File: src/iba_pkg.sv
// types and constants of the indexed block allocator
package iba_pkg;

    localparam int DISK_BLOCKS     = 128;
    localparam int BLK_W           = 7;
    localparam int FILE_SLOTS      = 32;
    localparam int SLOT_W          = 5;
    localparam int MAX_FILE_BLOCKS = 64;
    localparam int LIST_W          = 6;
    localparam int CNT_W           = 7;
    localparam int FREE_W          = 8;
    localparam int KEY_W           = 16;

    localparam logic [1:0] CMD_INSERT = 2'd0;
    localparam logic [1:0] CMD_DELETE = 2'd1;
    localparam logic [1:0] CMD_LIST   = 2'd2;

    localparam logic [2:0] ST_OK        = 3'd0;
    localparam logic [2:0] ST_NO_SPACE  = 3'd1;
    localparam logic [2:0] ST_EXISTS    = 3'd2;
    localparam logic [2:0] ST_NOT_FOUND = 3'd3;
    localparam logic [2:0] ST_FULL      = 3'd4;
    localparam logic [2:0] ST_BAD_COUNT = 3'd5;

    // what the result index carries
    localparam logic [1:0] IDX_ZERO  = 2'd0;
    localparam logic [1:0] IDX_START = 2'd1;
    localparam logic [1:0] IDX_LIST  = 2'd2;

    typedef struct packed {
        logic       in_ready;
        logic       load;
        logic       scan_step;
        logic       alloc_step;
        logic       mem_rd;
        logic       free_wr;
        logic       list_step;
        logic       emit;
        logic [2:0] emit_status;
        logic [1:0] emit_kind;
        logic       emit_last;
    } ctrl_t;

    typedef struct packed {
        logic       in_valid;
        logic [1:0] in_cmd;
        logic [1:0] cmd_q;
        logic       count_bad;
        logic       no_space;
        logic       match;
        logic       vacant;
        logic       scan_last;
        logic       alloc_last;
        logic       blk_last;
        logic       out_free;
    } stat_t;

endpackage

File: src/iba_ctrl.sv
// controller state machine of the allocator
module iba_ctrl (
    input  logic          clk,
    input  logic          rst_n,
    input  iba_pkg::stat_t st,
    output iba_pkg::ctrl_t ctl
);
    import iba_pkg::*;

    typedef enum logic [3:0] {
        S_IDLE, S_SCAN, S_DECIDE, S_ALLOC, S_FREE_RD, S_FREE_WR,
        S_LIST_RD, S_LIST_EMIT, S_EMIT
    } state_t;

    state_t     state_reg, state_next;
    logic [2:0] status_reg, status_next;
    logic [1:0] kind_reg, kind_next;

    // next state and commands
    always_comb
    begin
        state_next  = state_reg;
        status_next = status_reg;
        kind_next   = kind_reg;
        ctl         = '0;
        unique case (state_reg)
            S_IDLE:
            begin
                ctl.in_ready = 1'b1;
                if (st.in_valid)
                begin
                    ctl.load = 1'b1;
                    if (st.in_cmd == CMD_INSERT || st.in_cmd == CMD_DELETE
                        || st.in_cmd == CMD_LIST)
                        state_next = S_SCAN;
                end
            end
            S_SCAN:
            begin
                ctl.scan_step = 1'b1;
                if (st.scan_last)
                    state_next = S_DECIDE;
            end
            S_DECIDE:
            begin
                kind_next  = IDX_ZERO;
                state_next = S_EMIT;
                if (st.cmd_q == CMD_INSERT)
                begin
                    if (st.count_bad)
                        status_next = ST_BAD_COUNT;
                    else if (st.no_space)
                        status_next = ST_NO_SPACE;
                    else if (st.match)
                        status_next = ST_EXISTS;
                    else if (!st.vacant)
                        status_next = ST_FULL;
                    else
                        state_next = S_ALLOC;
                end
                else if (!st.match)
                    status_next = ST_NOT_FOUND;
                else if (st.cmd_q == CMD_DELETE)
                    state_next = S_FREE_RD;
                else
                    state_next = S_LIST_RD;
            end
            S_ALLOC:
            begin
                ctl.alloc_step = 1'b1;
                if (st.alloc_last)
                begin
                    status_next = ST_OK;
                    kind_next   = IDX_START;
                    state_next  = S_EMIT;
                end
            end
            S_FREE_RD:
            begin
                ctl.mem_rd = 1'b1;
                state_next = S_FREE_WR;
            end
            S_FREE_WR:
            begin
                ctl.free_wr = 1'b1;
                if (st.blk_last)
                begin
                    status_next = ST_OK;
                    kind_next   = IDX_ZERO;
                    state_next  = S_EMIT;
                end
                else
                    state_next = S_FREE_RD;
            end
            S_LIST_RD:
            begin
                ctl.mem_rd = 1'b1;
                state_next = S_LIST_EMIT;
            end
            S_LIST_EMIT:
            begin
                ctl.emit_status = ST_OK;
                ctl.emit_kind   = IDX_LIST;
                ctl.emit_last   = st.blk_last;
                if (st.out_free)
                begin
                    ctl.emit      = 1'b1;
                    ctl.list_step = 1'b1;
                    state_next    = st.blk_last ? S_IDLE : S_LIST_RD;
                end
            end
            S_EMIT:
            begin
                ctl.emit_status = status_reg;
                ctl.emit_kind   = kind_reg;
                ctl.emit_last   = 1'b1;
                if (st.out_free)
                begin
                    ctl.emit   = 1'b1;
                    state_next = S_IDLE;
                end
            end
            default: state_next = S_IDLE;
        endcase
    end

    // state and held result code
    always_ff @(posedge clk or negedge rst_n)
    begin
        if (!rst_n)
        begin
            state_reg  <= S_IDLE;
            status_reg <= ST_OK;
            kind_reg   <= IDX_ZERO;
        end
        else
        begin
            state_reg  <= state_next;
            status_reg <= status_next;
            kind_reg   <= kind_next;
        end
    end

endmodule

File: config.mk
export PLATFORM = sky130hd
export DESIGN_NAME = iba_ctrl
export DESIGN_NICKNAME = d
export VERILOG_FILES = /design/src/iba_pkg.sv /design/src/iba_ctrl.sv
export SDC_FILE = /design/constraint.sdc
export NUM_CORES = 1
export LEC_CHECK = 0
export ABC_AREA = 1
export BUFFER_PORTS_ARGS = -buffer_cell sky130_fd_sc_hd__buf_2
export CAP_MARGIN = 5
export CORE_ASPECT_RATIO = 1.25
export CORE_MARGIN = 2
export CORE_UTILIZATION = 40
export CTS_BUF_LIST = sky130_fd_sc_hd__clkbuf_8
export DETAILED_ROUTE_END_ITERATION = 6
export PLACE_DENSITY = 0.69
export SYNTH_ARGS = -nofsm -noshare
export SYNTH_HDL_FRONTEND = slang
export SYNTH_SLANG_ARGS = --single-unit
File: constraint.sdc
create_clock -name clk -period 3.25 [get_ports clk]
set_clock_uncertainty 0.1 [all_clocks]
set_input_delay 0.1625 -clock clk [delete_from_list [all_inputs] [get_ports clk]]
set_output_delay 0.1625 -clock clk [all_outputs]
set_load 0.1 [all_outputs]
==> results.cfg, run 1 <==
[run_status]
outcome = completed

[timing]
setup_viol = 0
slew_viol_final = 0
hold_viol = 0
fmax_ghz = 0.502
relSlewSlack_pct = 67.8
fin_crit_ns = 1.99
fin_setup_tns_ns = 0
rsz0062_at_grt = false
fin_crit_sh_pct = 61.4
worst_slew_pin_slew_ns = 0.486

[worst_setup_path]
rr_startpoint = state_reg[1]$_DFFE_PN0P_
r2r_cells = 8
crit_fanout = 8
endpoint_kind = primary output
cp.required_ns = 2.99
critPathMaxStageDelay_ns = 0.44
cp.arrival_ns = 1.73
cp-start-kind = flip-flop
startpoint = state_reg[1]$_DFFE_PN0P_
critPathKind = reg2out
slowest_stage = dfrtp_1
crit_chain = nor2_1 -> nand3_2 -> a21oi_1 -> buf_2

[route]
drt-vias-per-instance = 4.69
drt-initial-drc-count = 25
avgRoutedWirePerCell_um = 9.85
postRouteAntennaNets = 0
drc_errors = 0
wl_mm = 1.70
drt-pass1-iter-count = 4
vias = 806

[pwr]
p_sw_share_pct = 63.9
p_comb_share_pct = 71.0
intPower_uw = 390
switchingPower_uw = 689
power_mw = 1.08
seq_power_share_pct = 17.9
power_density_nw_per_um2 = 1130
power_leakage_nw = 0.619
p_clk_share_pct = 11.2
ir_drop_mv = 0.673

[clock_tree]
cts_hold_buf = 1
post-cts-setup-buffers = 0
clkTransAtPathRegs_ns = 0.04
cts.sinks = 8
htree_levels = 1
cts_buffers = 3
cts_resized = 0
cts_tree = done
clock_path_buffers = 2
cts_root_buf = clkbuf_8
clk_latency_ns = 0.23

[synthesis]
synthTopCellsByArea = dfrtp_1 (27%), nand2_1 (19%), inv_1 (11%)
post_synth_inst_count = 121
synth.top_cell.area_share_pct = 26.9
synth-seq-cells = 8
syn_avg_cell_area_um2 = 6.14
ys_warn_count = 0
yosysSeqAreaShare_pct = 26.9
syn_area_um2 = 743
ys_types = 18
synth_top_area_cell = dfrtp_1
synthesis.nets = 136

[die]
fp-row-count = 17
die_w_um = 42.6
die_area_um2 = 2220
die_h_um = 52.2
initial_core_util_pct = 42.1
io_pins = 29
core_um2 = 1770

[place]
gp_congestion = 0.779
port_buffers = 28
place.detailed.hpwl_mm = 1.40

[cells_and_area]
layout_commonest_cell = nand2_1
mostFrequentLayoutCells = nand2_1 (37), buf_2 (28), inv_1 (22)
layout.nets = 170
drive_above_1_share_pct = 32.7
largest_reg_flops = 4
area_growth_pct = 29.0
diodes = 0

[grt]
track_usage_pct = 18.0
grt_pass1_vias = 726
grt_max_degree = 9
gr-total-overflow = 0
antenna_found_initial = 0
grt_pass1_wl_mm = 3.00

[worst_hold_path]
hold_path_class = in2reg
hold_start = st[0]
whs_path_depth = 2

[flow_run]
max_cap_violations = 0
==> worst paths after layout <==
| path | end | slack [ns] |
|---|---|---|
| max | ctl[6] | 1.26 |
| min | state_reg[3]$_DFFE_PN0P_ | 0.03 |
| max reg2reg | state_reg[0]$_DFFE_PN0P_ | 1.78 |
| min reg2reg | status_reg[2]$_DFFE_PN0P_ | 0.37 |
| max in group asynchronous | status_reg[1]$_DFFE_PN0P_ | 2.65 |
| min in group asynchronous | state_reg[2]$_DFFE_PN0P_ | 0.21 |
==> synthesized netlist by cell type (all sizes together) <==
master and n:
dfrtp 8, clkinv 1, nand2 45, nor2 18, a21oi 3, o211ai 1, inv 24, o21ai 6
nand3 15
==> critical path: cells and delay by family (launching register included) <==
kind / cells / cell delay [ns]
DFF: 1 / 0.44
AOI/OAI and AO/OA: 1 / 0.17
buffers and inverters: 1 / 0.44
and+or+nand+nor: 2 / 0.45
==> routing by layer <==
metal	vias to the layer above	wire length (um)	track usage [%]
li1	435	-	-
met1	338	783	21.4
met2	29	786	31.5
met3	4	87	2.07
met4	0	38	9.38
met5	-	0	0
==> cell type report <==
cell class | instances | area, um^2
clock buffer | 3 | 41.3
fill | 188 | 807
inverter | 25 | 95.1
multi-input combinational | 88 | 448
sequential | 8 | 200
tap | 19 | 23.8
timing repair buffer | 29 | 150
==> power by group through the flow <==
stage | registers [mW] | clock network [mW] | logic, mW
finish | 0.193 | 0.121 | 0.766
global route | 0.198 | 0.126 | 0.838
CTS | 0.193 | 0.123 | 0.772
detailed placement | 0.194 | 0 | 0.769
global placement | 0.192 | 0 | 0.763
floorplan | 0.186 | 0 | 0.657
==> through the flow <==
stage          util [%]  hold WS, ns  instance area [um^2]  worst slack (ns)  instances
2_1_floorplan         -       -0.233                   743             0.163        121
3_3_place_gp       51.4      -0.0778                   907              1.55        168
3_5_place_dp       51.4      -0.0720                   907              1.49        168
6_report           54.3       0.0273                   958              1.26        172
4_1_cts            54.3       0.0309                   958              1.24        172
5_1_grt            54.3       0.0414                   958              1.13        172
==> kinds of logic after synthesis <==
family	share of synthesized area [%]
and+or+nand+nor	52.7
buffers and inverters	12.8
AOI/OAI and AO/OA	7.58
DFF	26.9
No activity file was read; power rests on OpenSTA's default activity.
==> run 2: changes to the inputs <==
Settings changed: PLACE_DENSITY 0.69 to 0.71.
Clock period 3.25 ns to 1.7 ns, I/O delays scaled along.
==> results.cfg, run 2 (same netlist as run 1, synthesis figures left out) <==
[grt]
grt_max_degree = 9
grt_pass1_vias = 767
grt_pass1_wl_mm = 2.99
gr-total-overflow = 0
antenna_found_initial = 0
track_usage_pct = 18.3

[clock_tree]
cts.sinks = 8
cts_root_buf = clkbuf_8
clkTransAtPathRegs_ns = 0.05
cts_tree = done
cts_buffers = 3
clk_latency_ns = 0.24
htree_levels = 1
clock_path_buffers = 2

[worst_setup_path]
r2r_cells = 9
crit_fanout = 5
cp.arrival_ns = 1.45
cp.required_ns = 1.51
critPathKind = reg2out
endpoint_kind = primary output
crit_chain = nand2_1 -> clkinv_2 -> nand2_2 -> o21ai_2 -> buf_12
reg2reg_setup_slack_ns = 0.20
rr_startpoint = state_reg[1]$_DFFE_PN0P_
slowest_stage = dfrtp_1
setup.worst_path.end = ctl[0]
cp-start-kind = flip-flop
startpoint = state_reg[0]$_DFFE_PN0P_
critPathMaxStageDelay_ns = 0.45
r2r_end = state_reg[1]$_DFFE_PN0P_

[route]
drt-vias-per-instance = 4.91
vias = 859
drc_errors = 0
drt-initial-drc-count = 15
avgRoutedWirePerCell_um = 10.5
drt-pass1-iter-count = 4
wl_mm = 1.83
postRouteAntennaNets = 0

[timing]
rsz0062_at_grt = false
fmax_ghz = 0.610
fin_crit_ns = 1.64
worst_slew_pin_slew_ns = 0.275
fin_ws_ns = 0.0617
slew_viol_final = 0
setup_viol = 0
relSlewSlack_pct = 81.6
fin_crit_sh_pct = 96.4
fin_setup_tns_ns = 0
hold_viol = 0

[cells_and_area]
diodes = 0
layout_commonest_cell = nand2_1
largest_reg_flops = 4
fin_cells = 175
area_growth_pct = 68.4
layout.nets = 173
final_area_um2 = 1250
drive_above_1_share_pct = 40.4
mostFrequentLayoutCells = nand2_1 (37), inv_1 (22), buf_2 (14), buf_12 (14), nand3_1 (13)

[die]
die_h_um = 52.2
fp-row-count = 17
die_w_um = 42.6
core_um2 = 1770
initial_core_util_pct = 42.1
die_area_um2 = 2220
io_pins = 29

[pwr]
power_leakage_nw = 0.675
power_density_nw_per_um2 = 2040
ir_drop_mv = 2.08
power_mw = 2.56

[flow_run]
max_cap_violations = 0

[place]
place.detailed.hpwl_mm = 1.50
place_inst = 168
port_buffers = 28
post-place-ws_ns = 0.119
postPlaceCellArea_um2 = 1160
gp_congestion = 0.872

[worst_hold_path]
hold_path_class = in2async

[run_status]
outcome = completed
==> run 2: changes by cell type in the layout (fill, tap and decap cells not counted), moves of 3 or more <==
cell / change
buf_12: +14
buf_2: -14
nor2_1: -7
nor2_2: +4
nor2_4: +3
==> run 2: through the flow <==
| stage | hold slack [ns] | util (%) |
|---|---|---|
| floorplan | -0.311 | - |
| detailed placement | -0.162 | 65.6 |
| finish | 0.123 | 70.9 |
| global placement | -0.165 | 65.6 |
| global route | 0.141 | 70.9 |
| CTS | 0.126 | 69.6 |
==> run 2: area by class of cell <==
type	count	area, um^2
Tap cell	19	23.8
Timing Repair Buffer	32	385
Fill cell	148	514
Clock buffer	3	41.3
Inverter	25	95.1
Sequential cell	8	203
Multi-Input combinational cell	88	503
==> run 2: worst max-delay path: cells and delay by family (launching register included) <==
family                 cells  cell delay, ns
DFF                        1            0.45
buffers and inverters      2            0.30
and+or+nand+nor            2            0.25
AOI/OAI and AO/OA          1            0.20
==> run 2: routing by layer <==
metal | up-vias | GRT usage [%] | share of wire (%)
met2 | 23 | 32.3 | 52
met3 | 7 | 5.52 | 4.7
met5 | - | 0 | 0
li1 | 440 | - | -
met4 | 0 | 9.38 | 2.9
met1 | 389 | 19.6 | 41
==> run 2: timing repair <==
item                                   4_1_cts  5_1_grt
pin swaps                                    0        1
endpoints found under the hold margin        9        0
hold buffers                                 2        0
setup endpoints to repair                    6        8
buffers inserted                             0        2
resized for setup                            2        3
==> run 2: how the worst min path moves through the flow <==
stage               cells after the start   from  slack (ns)                         to
floorplan                               0  rst_n       -0.31    kind_reg[0]$_DFFE_PN0P_
global placement                        1  rst_n       -0.17  status_reg[0]$_DFFE_PN0P_
detailed placement                      1  rst_n       -0.16  status_reg[0]$_DFFE_PN0P_
CTS                                     2  rst_n        0.13  status_reg[0]$_DFFE_PN0P_
global route                            2  rst_n        0.14  status_reg[0]$_DFFE_PN0P_
finish                                  2  rst_n        0.12  status_reg[0]$_DFFE_PN0P_
==> run 2: power by group <==
| group | leakage [nW] | switching, mW | total [mW] | internal, mW |
|---|---|---|---|---|
| registers | 0.101 | 0.111 | 0.396 | 0.285 |
| clock network | 0.0216 | 0.0841 | 0.238 | 0.154 |
| logic | 0.553 | 1.27 | 1.92 | 0.649 |
| total | 0.675 | 1.47 | 2.56 | 1.09 |
==> run 3: changes to the inputs <==
Settings changed: RECOVER_POWER set to 25.
==> results.cfg, run 3 (same netlist as run 1, synthesis figures left out) <==
[clock_tree]
clk_latency_ns = 0.24
cts_tree = done
cts_root_buf = clkbuf_8
clkTransAtPathRegs_ns = 0.05
cts_buffers = 3
clock_path_buffers = 2
cts.sinks = 8
htree_levels = 1

[grt]
antenna_found_initial = 0
grt_pass1_vias = 767
track_usage_pct = 18.3
grt_pass1_wl_mm = 2.99
grt_max_degree = 9
gr-total-overflow = 0

[place]
gp_congestion = 0.872
port_buffers = 28
place.detailed.hpwl_mm = 1.50
post-place-ws_ns = 0.119

[route]
drt-vias-per-instance = 4.92
drc_errors = 0
avgRoutedWirePerCell_um = 10.4
drt-initial-drc-count = 15
wl_mm = 1.83
vias = 861
postRouteAntennaNets = 0
drt-pass1-iter-count = 4

[timing]
fin_crit_sh_pct = 96.3
fin_ws_ns = 0.0626
setup_viol = 0
relSlewSlack_pct = 69.8
slew_viol_final = 0
worst_slew_pin_slew_ns = 0.453
fin_crit_ns = 1.64
whs_ns = 0.166
fmax_ghz = 0.611
rsz0062_at_grt = false
hold_viol = 0

[die]
io_pins = 29
die_w_um = 42.6
core_um2 = 1770
die_area_um2 = 2220
fp-row-count = 17
die_h_um = 52.2
initial_core_util_pct = 42.1

[pwr]
power_density_nw_per_um2 = 2050
power_mw = 2.56
power_leakage_nw = 0.672
ir_drop_mv = 2.08

[worst_setup_path]
cp-start-kind = flip-flop
critPathKind = reg2out
reg2reg_setup_slack_ns = 0.20
rr_startpoint = state_reg[1]$_DFFE_PN0P_
startpoint = state_reg[0]$_DFFE_PN0P_
crit_fanout = 5
cp.required_ns = 1.51
cp.arrival_ns = 1.45
endpoint_kind = primary output

[cells_and_area]
layout_commonest_cell = nand2_1
diodes = 0
layout.nets = 173
drive_above_1_share_pct = 39.7
area_growth_pct = 68.2
mostFrequentLayoutCells = nand2_1 (37), inv_1 (22), buf_12 (14)
largest_reg_flops = 4

[worst_hold_path]
hold_start = st[2]
hold_path_class = in2reg

[run_status]
outcome = completed

[flow_run]
max_cap_violations = 0
-- run 3: power breakdown --
part,internal [mW],switching [mW],leakage (nW)
Clock,0.154,0.0841,0.0216
Sequential,0.285,0.111,0.101
Combinational,0.648,1.27,0.550
-- run 3: layer usage --
layer | vias to the layer above | GRT usage, % | routed length [um]
met1 | 391 | 19.6 | 741
met3 | 7 | 5.52 | 86
li1 | 440 | - | -
met2 | 23 | 32.3 | 946
met4 | 0 | 9.38 | 53
met5 | - | 0 | 0
-- run 3: area by class of cell --
cell class	instances	area, um^2
Inverter	25	95.1
Sequential cell	8	203
Timing Repair Buffer	32	384
Tap cell	19	23.8
Fill cell	149	515
Clock buffer	3	41.3
Multi-Input combinational cell	88	503
-- run 3: critical path, cell delays in order, from the launching register on --
cell and delay [ns]:
dfrtp_1 0.45, nand2_1 0.11, clkinv_2 0.11, nand2_2 0.14, o21ai_2 0.20, buf_12 0.19
-- run 3: stage by stage --
stage,area (um^2),instances,setup TNS (ns),util [%]
final,1250,175,0,70.8
after CTS,1230,173,0,69.6
after detailed placement,1160,168,0,65.6
after floorplan,783,121,-0.794,-
after global routing,1250,175,0,70.8
after global placement,1160,168,0,65.6
-- run 3: timing repair --
| item | CTS | global route |
|---|---|---|
| setup buffers | 0 | 2 |
| hold buffers | 2 | 0 |
| resized for setup | 2 | 3 |
| cloned | 0 | 0 |
| endpoints found under the setup margin | 6 | 8 |
| hold endpoints to repair | 9 | 0 |
| pin swaps | 0 | 1 |
-- run 3: final timing paths --
check                                       endpoint  cells past startpoint
min in group asynchronous  status_reg[0]$_DFFE_PN0P_                      2
max                                           ctl[0]                      5
min reg2reg                status_reg[1]$_DFFE_PN0P_                      2
max reg2reg                 state_reg[1]$_DFFE_PN0P_                      9
max in group asynchronous   state_reg[3]$_DFFE_PN0P_                      2
min                         state_reg[3]$_DFFE_PN0P_                      5
